`src/design/bia_pkg.sv`:
```
package bia_pkg;

    // Bitmap row width: one memory row holds this many pool positions
    localparam int ROW_BITS       = 64;
    localparam int COL_W          = 6;

    localparam int POOL_SIZE_DEF  = 2048;
    localparam logic [31:0] ID_BASE_RESET = 32'd1024;

    // Request codes
    localparam logic [1:0] REQ_ALLOC_ANY  = 2'd0;
    localparam logic [1:0] REQ_ALLOC_SPEC = 2'd1;
    localparam logic [1:0] REQ_RELEASE    = 2'd2;

    // Commands from the controller to the datapath
    typedef struct packed {
        logic capture;
        logic read;
        logic eval;
        logic commit;
    } bia_cmd_t;

endpackage

```
`src/design/bia_ctrl.sv`:
```
module bia_ctrl (
    input  logic              clk,
    input  logic              rst_n,
    input  logic              start,
    output logic              busy,
    output bia_pkg::bia_cmd_t cmd
);
    import bia_pkg::*;

    localparam logic [1:0] ST_IDLE   = 2'd0;
    localparam logic [1:0] ST_READ   = 2'd1;
    localparam logic [1:0] ST_FIND   = 2'd2;
    localparam logic [1:0] ST_COMMIT = 2'd3;

    logic [1:0] state_reg;
    logic [1:0] state_next;

    always_comb
    begin
        state_next = state_reg;
        case (state_reg)
            ST_IDLE:
            begin
                if (start)
                begin
                    state_next = ST_READ;
                end
            end
            ST_READ:   state_next = ST_FIND;
            ST_FIND:   state_next = ST_COMMIT;
            ST_COMMIT: state_next = ST_IDLE;
            default:   state_next = ST_IDLE;
        endcase
    end

    always_ff @(posedge clk or negedge rst_n)
    begin
        if (!rst_n)
        begin
            state_reg <= ST_IDLE;
        end
        else
        begin
            state_reg <= state_next;
        end
    end

    assign busy        = (state_reg != ST_IDLE);
    assign cmd.capture = (state_reg == ST_IDLE) && start;
    assign cmd.read    = (state_reg == ST_READ);
    assign cmd.eval    = (state_reg == ST_FIND);
    assign cmd.commit  = (state_reg == ST_COMMIT);

endmodule

```
`src/design/bia_dpath.sv`:
```
module bia_dpath #(
    parameter int POOL_SIZE = bia_pkg::POOL_SIZE_DEF
) (
    input  logic              clk,
    input  logic              rst_n,
    input  bia_pkg::bia_cmd_t cmd,
    input  logic              cfg_we,
    input  logic [31:0]       cfg_wdata,
    input  logic [1:0]        req_type,
    input  logic [31:0]       req_id,
    output logic              done,
    output logic [31:0]       granted_id,
    output logic              success
);
    import bia_pkg::*;

    localparam int ROWS      = (POOL_SIZE + ROW_BITS - 1) / ROW_BITS;
    localparam int ROW_IW    = (ROWS > 1) ? $clog2(ROWS) : 1;
    localparam int POS_W     = ROW_IW + COL_W;
    localparam int LAST_BITS = POOL_SIZE - (ROWS - 1) * ROW_BITS;
    localparam logic [ROW_BITS-1:0] LAST_MASK = (LAST_BITS == ROW_BITS) ? '1 :
        ((ROW_BITS'(1) << LAST_BITS) - ROW_BITS'(1));

    // Bitmap store, one row per entry; rows never written read as all free
    logic [ROW_BITS-1:0] map_mem [ROWS];

    logic [31:0]         base_reg;
    logic [ROWS-1:0]     row_free_reg;
    logic [ROWS-1:0]     row_vld_reg;

    logic [1:0]          type_reg;
    logic [31:0]         id_reg;
    logic                in_range_reg;
    logic [POS_W-1:0]    pos_reg;

    logic [ROW_IW-1:0]   row_reg;
    logic [ROW_BITS-1:0] rd_data_reg;
    logic                rd_vld_reg;
    logic                ok_reg;

    logic [COL_W-1:0]    col_reg;
    logic [ROW_BITS-1:0] new_word_reg;
    logic                ok2_reg;

    logic                done_reg;
    logic [31:0]         granted_id_reg;
    logic                success_reg;

    logic [32:0]         diff;
    logic [ROW_IW-1:0]   ff_row;
    logic [ROW_IW-1:0]   row_sel;
    logic                ok_sel;
    logic [ROW_BITS-1:0] word;
    logic [COL_W-1:0]    ff_col;
    logic [COL_W-1:0]    col_sel;
    logic                ok_eval;
    logic [ROW_BITS-1:0] new_word;

    assign diff = {1'b0, req_id} - {1'b0, base_reg};

    // Lowest row with a free position
    always_comb
    begin
        ff_row = '0;
        for (int i = ROWS - 1; i >= 0; i--)
        begin
            if (row_free_reg[i])
            begin
                ff_row = ROW_IW'(i);
            end
        end
    end

    always_comb
    begin
        row_sel = '0;
        ok_sel  = 1'b0;
        case (type_reg)
            REQ_ALLOC_ANY:
            begin
                row_sel = ff_row;
                ok_sel  = |row_free_reg;
            end
            REQ_ALLOC_SPEC, REQ_RELEASE:
            begin
                row_sel = in_range_reg ? pos_reg[POS_W-1:COL_W] : '0;
                ok_sel  = in_range_reg;
            end
            default:
            begin
                row_sel = '0;
                ok_sel  = 1'b0;
            end
        endcase
    end

    // Effective row: unwritten rows are all free, positions past the pool are not
    assign word = (rd_vld_reg ? rd_data_reg : '1) &
                  ((row_reg == ROW_IW'(ROWS - 1)) ? LAST_MASK : '1);

    always_comb
    begin
        ff_col = '0;
        for (int b = ROW_BITS - 1; b >= 0; b--)
        begin
            if (word[b])
            begin
                ff_col = COL_W'(b);
            end
        end
    end

    always_comb
    begin
        col_sel  = pos_reg[COL_W-1:0];
        ok_eval  = ok_reg;
        new_word = word;
        case (type_reg)
            REQ_ALLOC_ANY:
            begin
                col_sel  = ff_col;
                new_word = word & ~(ROW_BITS'(1) << ff_col);
            end
            REQ_ALLOC_SPEC:
            begin
                ok_eval  = ok_reg & word[pos_reg[COL_W-1:0]];
                new_word = word & ~(ROW_BITS'(1) << pos_reg[COL_W-1:0]);
            end
            REQ_RELEASE:
            begin
                new_word = word | (ROW_BITS'(1) << pos_reg[COL_W-1:0]);
            end
            default:
            begin
                ok_eval = 1'b0;
            end
        endcase
    end

    // Control state
    always_ff @(posedge clk or negedge rst_n)
    begin
        if (!rst_n)
        begin
            base_reg     <= ID_BASE_RESET;
            row_free_reg <= '1;
            row_vld_reg  <= '0;
            done_reg     <= 1'b0;
        end
        else
        begin
            done_reg <= cmd.commit;
            if (cfg_we)
            begin
                base_reg <= cfg_wdata;
            end
            if (cmd.commit && ok2_reg)
            begin
                row_vld_reg[row_reg]  <= 1'b1;
                row_free_reg[row_reg] <= |new_word_reg;
            end
        end
    end

    // Payload pipeline
    always_ff @(posedge clk)
    begin
        if (cmd.capture)
        begin
            type_reg     <= req_type;
            id_reg       <= req_id;
            in_range_reg <= !diff[32] && (diff[31:0] < 32'(POOL_SIZE));
            pos_reg      <= diff[POS_W-1:0];
        end
        if (cmd.read)
        begin
            row_reg     <= row_sel;
            rd_data_reg <= map_mem[row_sel];
            rd_vld_reg  <= row_vld_reg[row_sel];
            ok_reg      <= ok_sel;
        end
        if (cmd.eval)
        begin
            col_reg      <= col_sel;
            new_word_reg <= new_word;
            ok2_reg      <= ok_eval;
        end
        if (cmd.commit)
        begin
            if (ok2_reg)
            begin
                map_mem[row_reg] <= new_word_reg;
            end
            success_reg <= ok2_reg;
            if (!ok2_reg)
            begin
                granted_id_reg <= '0;
            end
            else if (type_reg == REQ_ALLOC_ANY)
            begin
                granted_id_reg <= base_reg + 32'({row_reg, col_reg});
            end
            else
            begin
                granted_id_reg <= id_reg;
            end
        end
    end

    assign done       = done_reg;
    assign granted_id = granted_id_reg;
    assign success    = success_reg;

endmodule

```
`src/design/bitmap_id_allocator_unit.sv`:
```
// Channel   Handshake            Word
// request   start, busy          req_type, req_id
// result    done (strobe)        granted_id, success
// config    cfg_we               cfg_wdata (id_base)
//
// A request passes through capture, bitmap row read, find-first and
// update, and write-back. The result strobe shows in the cycle after
// write-back, and a new request may be accepted in that same cycle.
// The single-port bitmap read-modify-write keeps requests from overlapping.
// Reset marks every row free through per-row valid bits; no clearing pass.
// The receiver cannot stall; done lasts exactly one cycle.
module bitmap_id_allocator_unit #(
    parameter int POOL_SIZE = bia_pkg::POOL_SIZE_DEF
) (
    input  logic        clk,
    input  logic        rst_n,
    input  logic        start,
    output logic        busy,
    input  logic [1:0]  req_type,
    input  logic [31:0] req_id,
    input  logic        cfg_we,
    input  logic [31:0] cfg_wdata,
    output logic        done,
    output logic [31:0] granted_id,
    output logic        success
);
    import bia_pkg::*;

    bia_cmd_t cmd;

    // Sequence each word through read, find and write-back
    bia_ctrl u_ctrl (
        .clk   (clk),
        .rst_n (rst_n),
        .start (start),
        .busy  (busy),
        .cmd   (cmd)
    );

    // Hold the bitmap, row summary and base; produce the result word
    bia_dpath #(
        .POOL_SIZE (POOL_SIZE)
    ) u_dpath (
        .clk        (clk),
        .rst_n      (rst_n),
        .cmd        (cmd),
        .cfg_we     (cfg_we),
        .cfg_wdata  (cfg_wdata),
        .req_type   (req_type),
        .req_id     (req_id),
        .done       (done),
        .granted_id (granted_id),
        .success    (success)
    );

endmodule

```
`config.mk`:
```
export PLATFORM = sky130hd
export DESIGN_NAME = bitmap_id_allocator_unit
export DESIGN_NICKNAME = d
export VERILOG_FILES = /design/src/design/bia_pkg.sv /design/src/design/bia_ctrl.sv /design/src/design/bia_dpath.sv /design/src/design/bitmap_id_allocator_unit.sv
export SDC_FILE = /design/constraint.sdc
export NUM_CORES = 2
export LEC_CHECK = 0
export CAP_MARGIN = 0
export CORE_ASPECT_RATIO = 0.8
export CORE_MARGIN = 2
export CORE_UTILIZATION = 52
export CTS_CLUSTER_DIAMETER = 200
export DETAILED_ROUTE_END_ITERATION = 16
export DONT_BUFFER_PORTS = 1
export PLACE_DENSITY = 0.67
export SLEW_MARGIN = 20
export SYNTH_ARGS = -nofsm -noshare
export SYNTH_HDL_FRONTEND = slang
export SYNTH_SLANG_ARGS = --single-unit
export TNS_END_PERCENT = 20
```
`constraint.sdc`:
```
create_clock -name clk -period 8.45 [get_ports clk]
set_input_delay 0.845 -clock clk [delete_from_list [all_inputs] [get_ports clk]]
set_output_delay 0.845 -clock clk [all_outputs]
set_load 0.005 [all_outputs]
```
# Yosys cells after proc, flatten, opt, wreduce, memory -nomap -nowiden
# Memory sizes are Yosys's and may differ from the RTL's. A register that Yosys moved wholly into a read port is not among the register bits.
# Index checks and enable logic that the tools add are counted.
[classes] n_addsub=2 magnitude_cmp=5 n_eq_ne=6 n_shift=2 mux=116 n_bitwise=7 n_reduce_logical=12
[ops] operator="2-to-1 mux 6 bit" n=65
[ops] operator="case mux 64 bit (3 select lines)" n=1
[ops] operator="2-to-1 mux 5 bit" n=33
[ops] operator="bitwise AND 64 bit" n=2
[ops] operator="inverter 64 bit" n=2
[ops] operator="<< shifter 1 x 6 -> 64 bit, first input constant" n=2
[ops] operator="2-to-1 mux 64 bit" n=1
[ops] operator="bitwise OR 64 bit" n=1
[ops] operator="OR reduction 64 bit" n=1
[ops] operator="subtractor 32 x 32 -> 33 bit" n=1
[ops] operator="adder 32 x 11 -> 32 bit" n=1
[ops] operator="bitwise mux 32 bit" n=1
[ops] operator="less-than comparator 32 x 12 -> 1 bit, second input constant" n=1
[ops] operator="2-to-1 mux 32 bit" n=1
[ops] operator="bitwise OR 32 bit" n=1
[ops] operator="OR reduction 32 bit" n=1
[ops] operator="less-than comparator 5 x 6 -> 1 bit, second input constant" n=2
[ops] operator="case mux 5 bit (2 select lines)" n=1
[ops] operator="case mux 2 bit (4 select lines)" n=1
[ops] operator="less-than comparator 6 x 7 -> 1 bit, second input constant" n=1
[ops] operator="binary-select mux 1 bit (select 6 bit)" n=1
[ops] operator="equality test 2 bit, second input constant" n=3
[ops] operator="2-to-1 mux 1 bit" n=6
[ops] operator="binary-select mux 1 bit (select 5 bit)" n=1
[ops] operator="12 further kinds" n=19
[word_totals] regBits=256 ram_bits=2048 input_bits=70 out_inout_bits=35 elab_cells=168 mem_count=1
[memory_table] name="u_dpath.map_mem" depth=32 word_bits=64 rd=1 rd_clocked_by_memory_dff=1 wr=1 line="bia_dpath.sv:25" rtl="logic [ROW_BITS-1:0] map_mem [ROWS];"

# Depth between registers and ports, before layout
[depth] depth_word=69 ltp_mapped=16 ltp_nobuf=12

# Hierarchy
# A second synthesis with hierarchy kept.
[hier_totals] hier_cells=7077 area_unflattened_um2=96869.2
[modules_own_cells] module="bia_dpath" instances=1 cells_each=7062 area_per_inst_um2=96695.2 seq_area_each_um2=70604.0
[modules_own_cells] module="bia_ctrl" instances=1 cells_each=15 area_per_inst_um2=173.9 seq_area_each_um2=50.0

# Worst setup path before layout
# No wires, ideal clock.
[synth_path] kind="register -> register" from="reg u_ctrl.state_reg[1]" to="reg u_dpath.row_free_reg[28]" setup_ps=72 arrival_time_ps=5241 required_time_ps=8378 setup_slack_ps=3136 path_stages_with_launch=7 n_path_buf=1 synth_period_minus_slack_ps=5314 path_cell_list="dfrtp_1 ha_1 nand2_1 or3_1 clkbuf_1 nor2_1 mux2_2"
[synth_lines] element="start, declared" line="bia_ctrl.sv:15" rtl="logic [1:0] state_reg;"
[synth_lines] element="start signal, assigned" line="bia_ctrl.sv:44" rtl="state_reg <= state_next;"
[synth_lines] element="end signal, assigned by index" line="bia_dpath.sv:160" rtl="row_free_reg[row_reg] <= |new_word_reg;"
[synth_lines] element="end, declared" line="bia_dpath.sv:28" rtl="logic [ROWS-1:0] row_free_reg;"

# Worst setup path after layout
[layout_path] from="reg u_dpath.type_reg[1]" to="reg u_dpath.rd_data_reg[35] (read register of u_dpath.map_mem), data pin"
[layout_between] elab_chain_cells=3 elab_cells_between_ends=5 classes_between="eq/ne: 2; mux: 1; reduce/logical: 2"
[layout_rtl] element="start, declared" line="bia_dpath.sv:31" rtl="logic [1:0] type_reg;"
[layout_rtl] element="start signal, assigned" line="bia_dpath.sv:170" rtl="type_reg <= req_type;"
[layout_rtl] element="equality test 2 x 1 -> 1 bit or equality test 2 bit (tied branches)" line="bia_dpath.sv:78" rtl="case (type_reg)"
[layout_rtl] element="OR reduction 2 bit" line="bia_dpath.sv:78"
[layout_rtl] element="case mux 5 bit (2 select lines) *" line="bia_dpath.sv:78"
[layout_rtl] element="end, declared" line="bia_dpath.sv:37" rtl="logic [ROW_BITS-1:0] rd_data_reg;"
# Every way passes the cells marked *; elsewhere a longest branch is shown, timed or not.
# A chain may end at the register's enable or synchronous reset.

==> qor.yml <==
synth_seq_cells: 2368
synthTopCellsByArea: "edfxtp_1 71%, nand2_1 2.3%, o22ai_1 2.3%"
via_per_inst: 6.90
ant_nets: 0
clk_pin_slew_ns: 0.07
route.detailed.drc: 0
fillers: 14000
drt-initial-drc-count: 10600
start_util: 0.522
pwr-share-comb: 0.270
setup_tns_ns: 0
start_kind: "register"
endpoint_kind: "register"
final_nets: 6604
finalHoldViolCount: 0
wirelength_mm: 307
required_ns: 9.02
syn-instance-count: 6514
num_vias: 62800
synth_nets: 6639
gp_congestion: 0.991
power_frac_clock: 0.269
setup_viol: 0
min_period_over_period: 0.693
p_seq_frac: 0.461
grt_max_degree: 192
max_stage_delay_ns: 0.66
max-clock-path-buffers: 3
grt.total_usage: 0.319
synth_cell_type_count: 89
final_cell_mix: "2269 x edfxtp_1, 595 x nand2_1, 352 x o22ai_1, 298 x o21ai_0, 268 x nor2_1"
grt_pass1_vias: 59000
p_int_mw: 23.3
max-cap-violations: 0
timing_worst_setup_path_type: "register to register"
synth_area_um2: 96200
die_width_um: 485
postLayoutCoreUtil: 0.578
synthArstFlopShare: 0.0418
largest_register_ffs: 2048
worstHoldPathType: "primary input to register"
cp_slowest_cell: "buf_12"
p_sw_mw: 12.7
fin_hold_ws_ns: 0.0865
synth_top_cell_area_share: 0.708
yosys.area.top_type: "edfxtp_1"
crit_fanout: 191
yosys_warnings: 0
antenna_found_initial: 17
io_pins: 105
skew_ns: 0.0316
switching_share: 0.354
relSlewSlack: 0.179
cts_buffers: 217
htree_levels: 4
drive_gt1_frac: 0.112
worst_pin_slew_ns: 1.23
rsz0062_at_grt: "no"
fin_crit_ns: 5.86
fp.dieH_um: 389
core_um2: 184000
ir_worst_vdd_uv: 331
critPathTopFamily: "buffers and inverters"
hpwl_mm: 164
clk_latency_ns: 0.86
yosysSeqAreaShare: 0.734
cp_data_arrival_time_ns: 6.43
max_freq_ghz: 0.171
synth_edf_count: 2269
final_common_cell: "edfxtp_1"
drtPass1Iterations: 6
slew_viol_final: 0
cp_cell_sequence: "inv_1 -> ha_2 -> buf_4 -> nand3b_1 -> a2111o_1 -> a2111o_1 -> buf_4 -> and2_4 -> inv_16 -> buf_12 -> mux2i_1 -> a221oi_2 -> a32oi_1 -> nand4_1"
overflow: 0
status: "finished, final reports clean"
p_per_area_nw_per_um2: 338
p_leak_nw: 33.5
post_drt_wl_per_cell_um: 33.7
numPortBuffers: 0
dieArea_um2: 189000
clock-sinks: 2368
placement_rows: 141
syn_area_per_cell_um2: 14.8
synth_top_flop_cell: "edfxtp_1"
clock-root-buffer: "clkbuf_16"
grt_pass1_wl_mm: 434
cts_tree: "done"
synthToLayoutAreaGrowth_pct: 10.7
path_buf_inv: 5
==> worst register-to-register path, delay by kind of cell (launching register included) <==
kind,cells,cell delay [ns]
adder cells (fa/ha/maj),1,0.17
flip-flops,1,0.45
AO/OA/AOI/OAI,4,1.17
multiplexers,1,0.34
buffers and inverters,5,2.56
AND/OR/NAND/NOR,3,0.87
==> cell usage after synthesis (all sizes together) (33+ instances only) <==
master,instances
buf,182
a221oi,73
nand2,599
mux2i,217
o211ai,92
nor4,47
a31oi,67
edfxtp,2269
o221ai,211
inv,100
dfrtp,66
xnor2,35
a32oi,106
dfstp,33
nor3,69
mux2,35
o21ai,340
clkbuf,258
a211oi,117
a22oi,107
and3,40
ha,53
nand3,151
a21oi,181
nand2b,43
nand4,57
or2,42
nor2,308
o22ai,352
==> metrics by stage <==
stage	std cells	area [µm²]	setup WS, ns	power, mW
floorplan	6514	96200	3.14	22.2
global placement	8654	99000	2.88	25.9
detailed placement	8657	99100	2.77	26.1
CTS	9057	106000	2.73	35.7
global route	9092	107000	2.35	37.2
finish	9094	107000	2.59	36.0
==> repair_timing <==
item | CTS | global route
endpoints found under the hold margin | 99 | 0
gates resized for setup | 0 | 0
buffers inserted | 0 | 0
hold buffers | 2 | 0
==> cells by family after synthesis <==
kind of cell / Yosys count / share of synthesized area
simple gates: 1460 / 0.0697
mux: 270 / 0.0309
compound gates: 1781 / 0.130
flops: 2368 / 0.734
buf+inv: 541 / 0.0249
fa+ha+maj: 55 / 0.00731
xor+xnor: 39 / 0.00355
==> cell type report <==
class | count | area, µm² | area share
Sequential cell | 2368 | 70700 | 0.663
Multi-Input combinational cell | 3605 | 23600 | 0.222
Clock buffer | 262 | 5660 | 0.0531
Tap cell | 2431 | 3040 | 0.0286
Timing Repair Buffer | 186 | 1890 | 0.0178
Clock inverter | 136 | 1260 | 0.0118
Inverter | 101 | 400 | 0.00376
Antenna cell | 5 | 12.5 | 0.000117
==> metal layers <==
| metal | track usage | up-vias | share of wire |
|---|---|---|---|
| met4 | 0.107 | 2 | 0.036 |
| li1 | - | 26000 | - |
| met3 | 0.0701 | 647 | 0.13 |
| met2 | 0.462 | 4269 | 0.43 |
| met5 | 0 | - | 0.000042 |
| met1 | 0.481 | 31800 | 0.40 |
==> final timing paths <==
path | start | to | slack, ns | depth (start not counted)
min reg2reg | u_dpath.row_vld_reg[5] | u_dpath.row_vld_reg[5] | 0.47 | 1
max in group asynchronous | rst_n | u_dpath.row_vld_reg[26] | 7.36 | 2
min | req_id[31] | u_dpath.id_reg[31] | 0.09 | 0
max | u_dpath.type_reg[1] | u_dpath.rd_data_reg[35] | 2.59 | 14
min in group asynchronous | rst_n | u_dpath.base_reg[30] | 0.54 | 2
max reg2reg | u_dpath.type_reg[1] | u_dpath.rd_data_reg[35] | 2.59 | 14
==> power by group through the flow <==
stage / clock (mW) / sequential [mW] / combinational [mW]
CTS: 9.77 / 17.0 / 8.97
finish: 9.69 / 16.6 / 9.72
floorplan: 0 / 16.2 / 6.02
detailed placement: 0 / 17.2 / 8.91
global route: 10.2 / 16.7 / 10.4
global placement: 0 / 17.1 / 8.81
No activity file was read; power rests on OpenSTA's default activity.
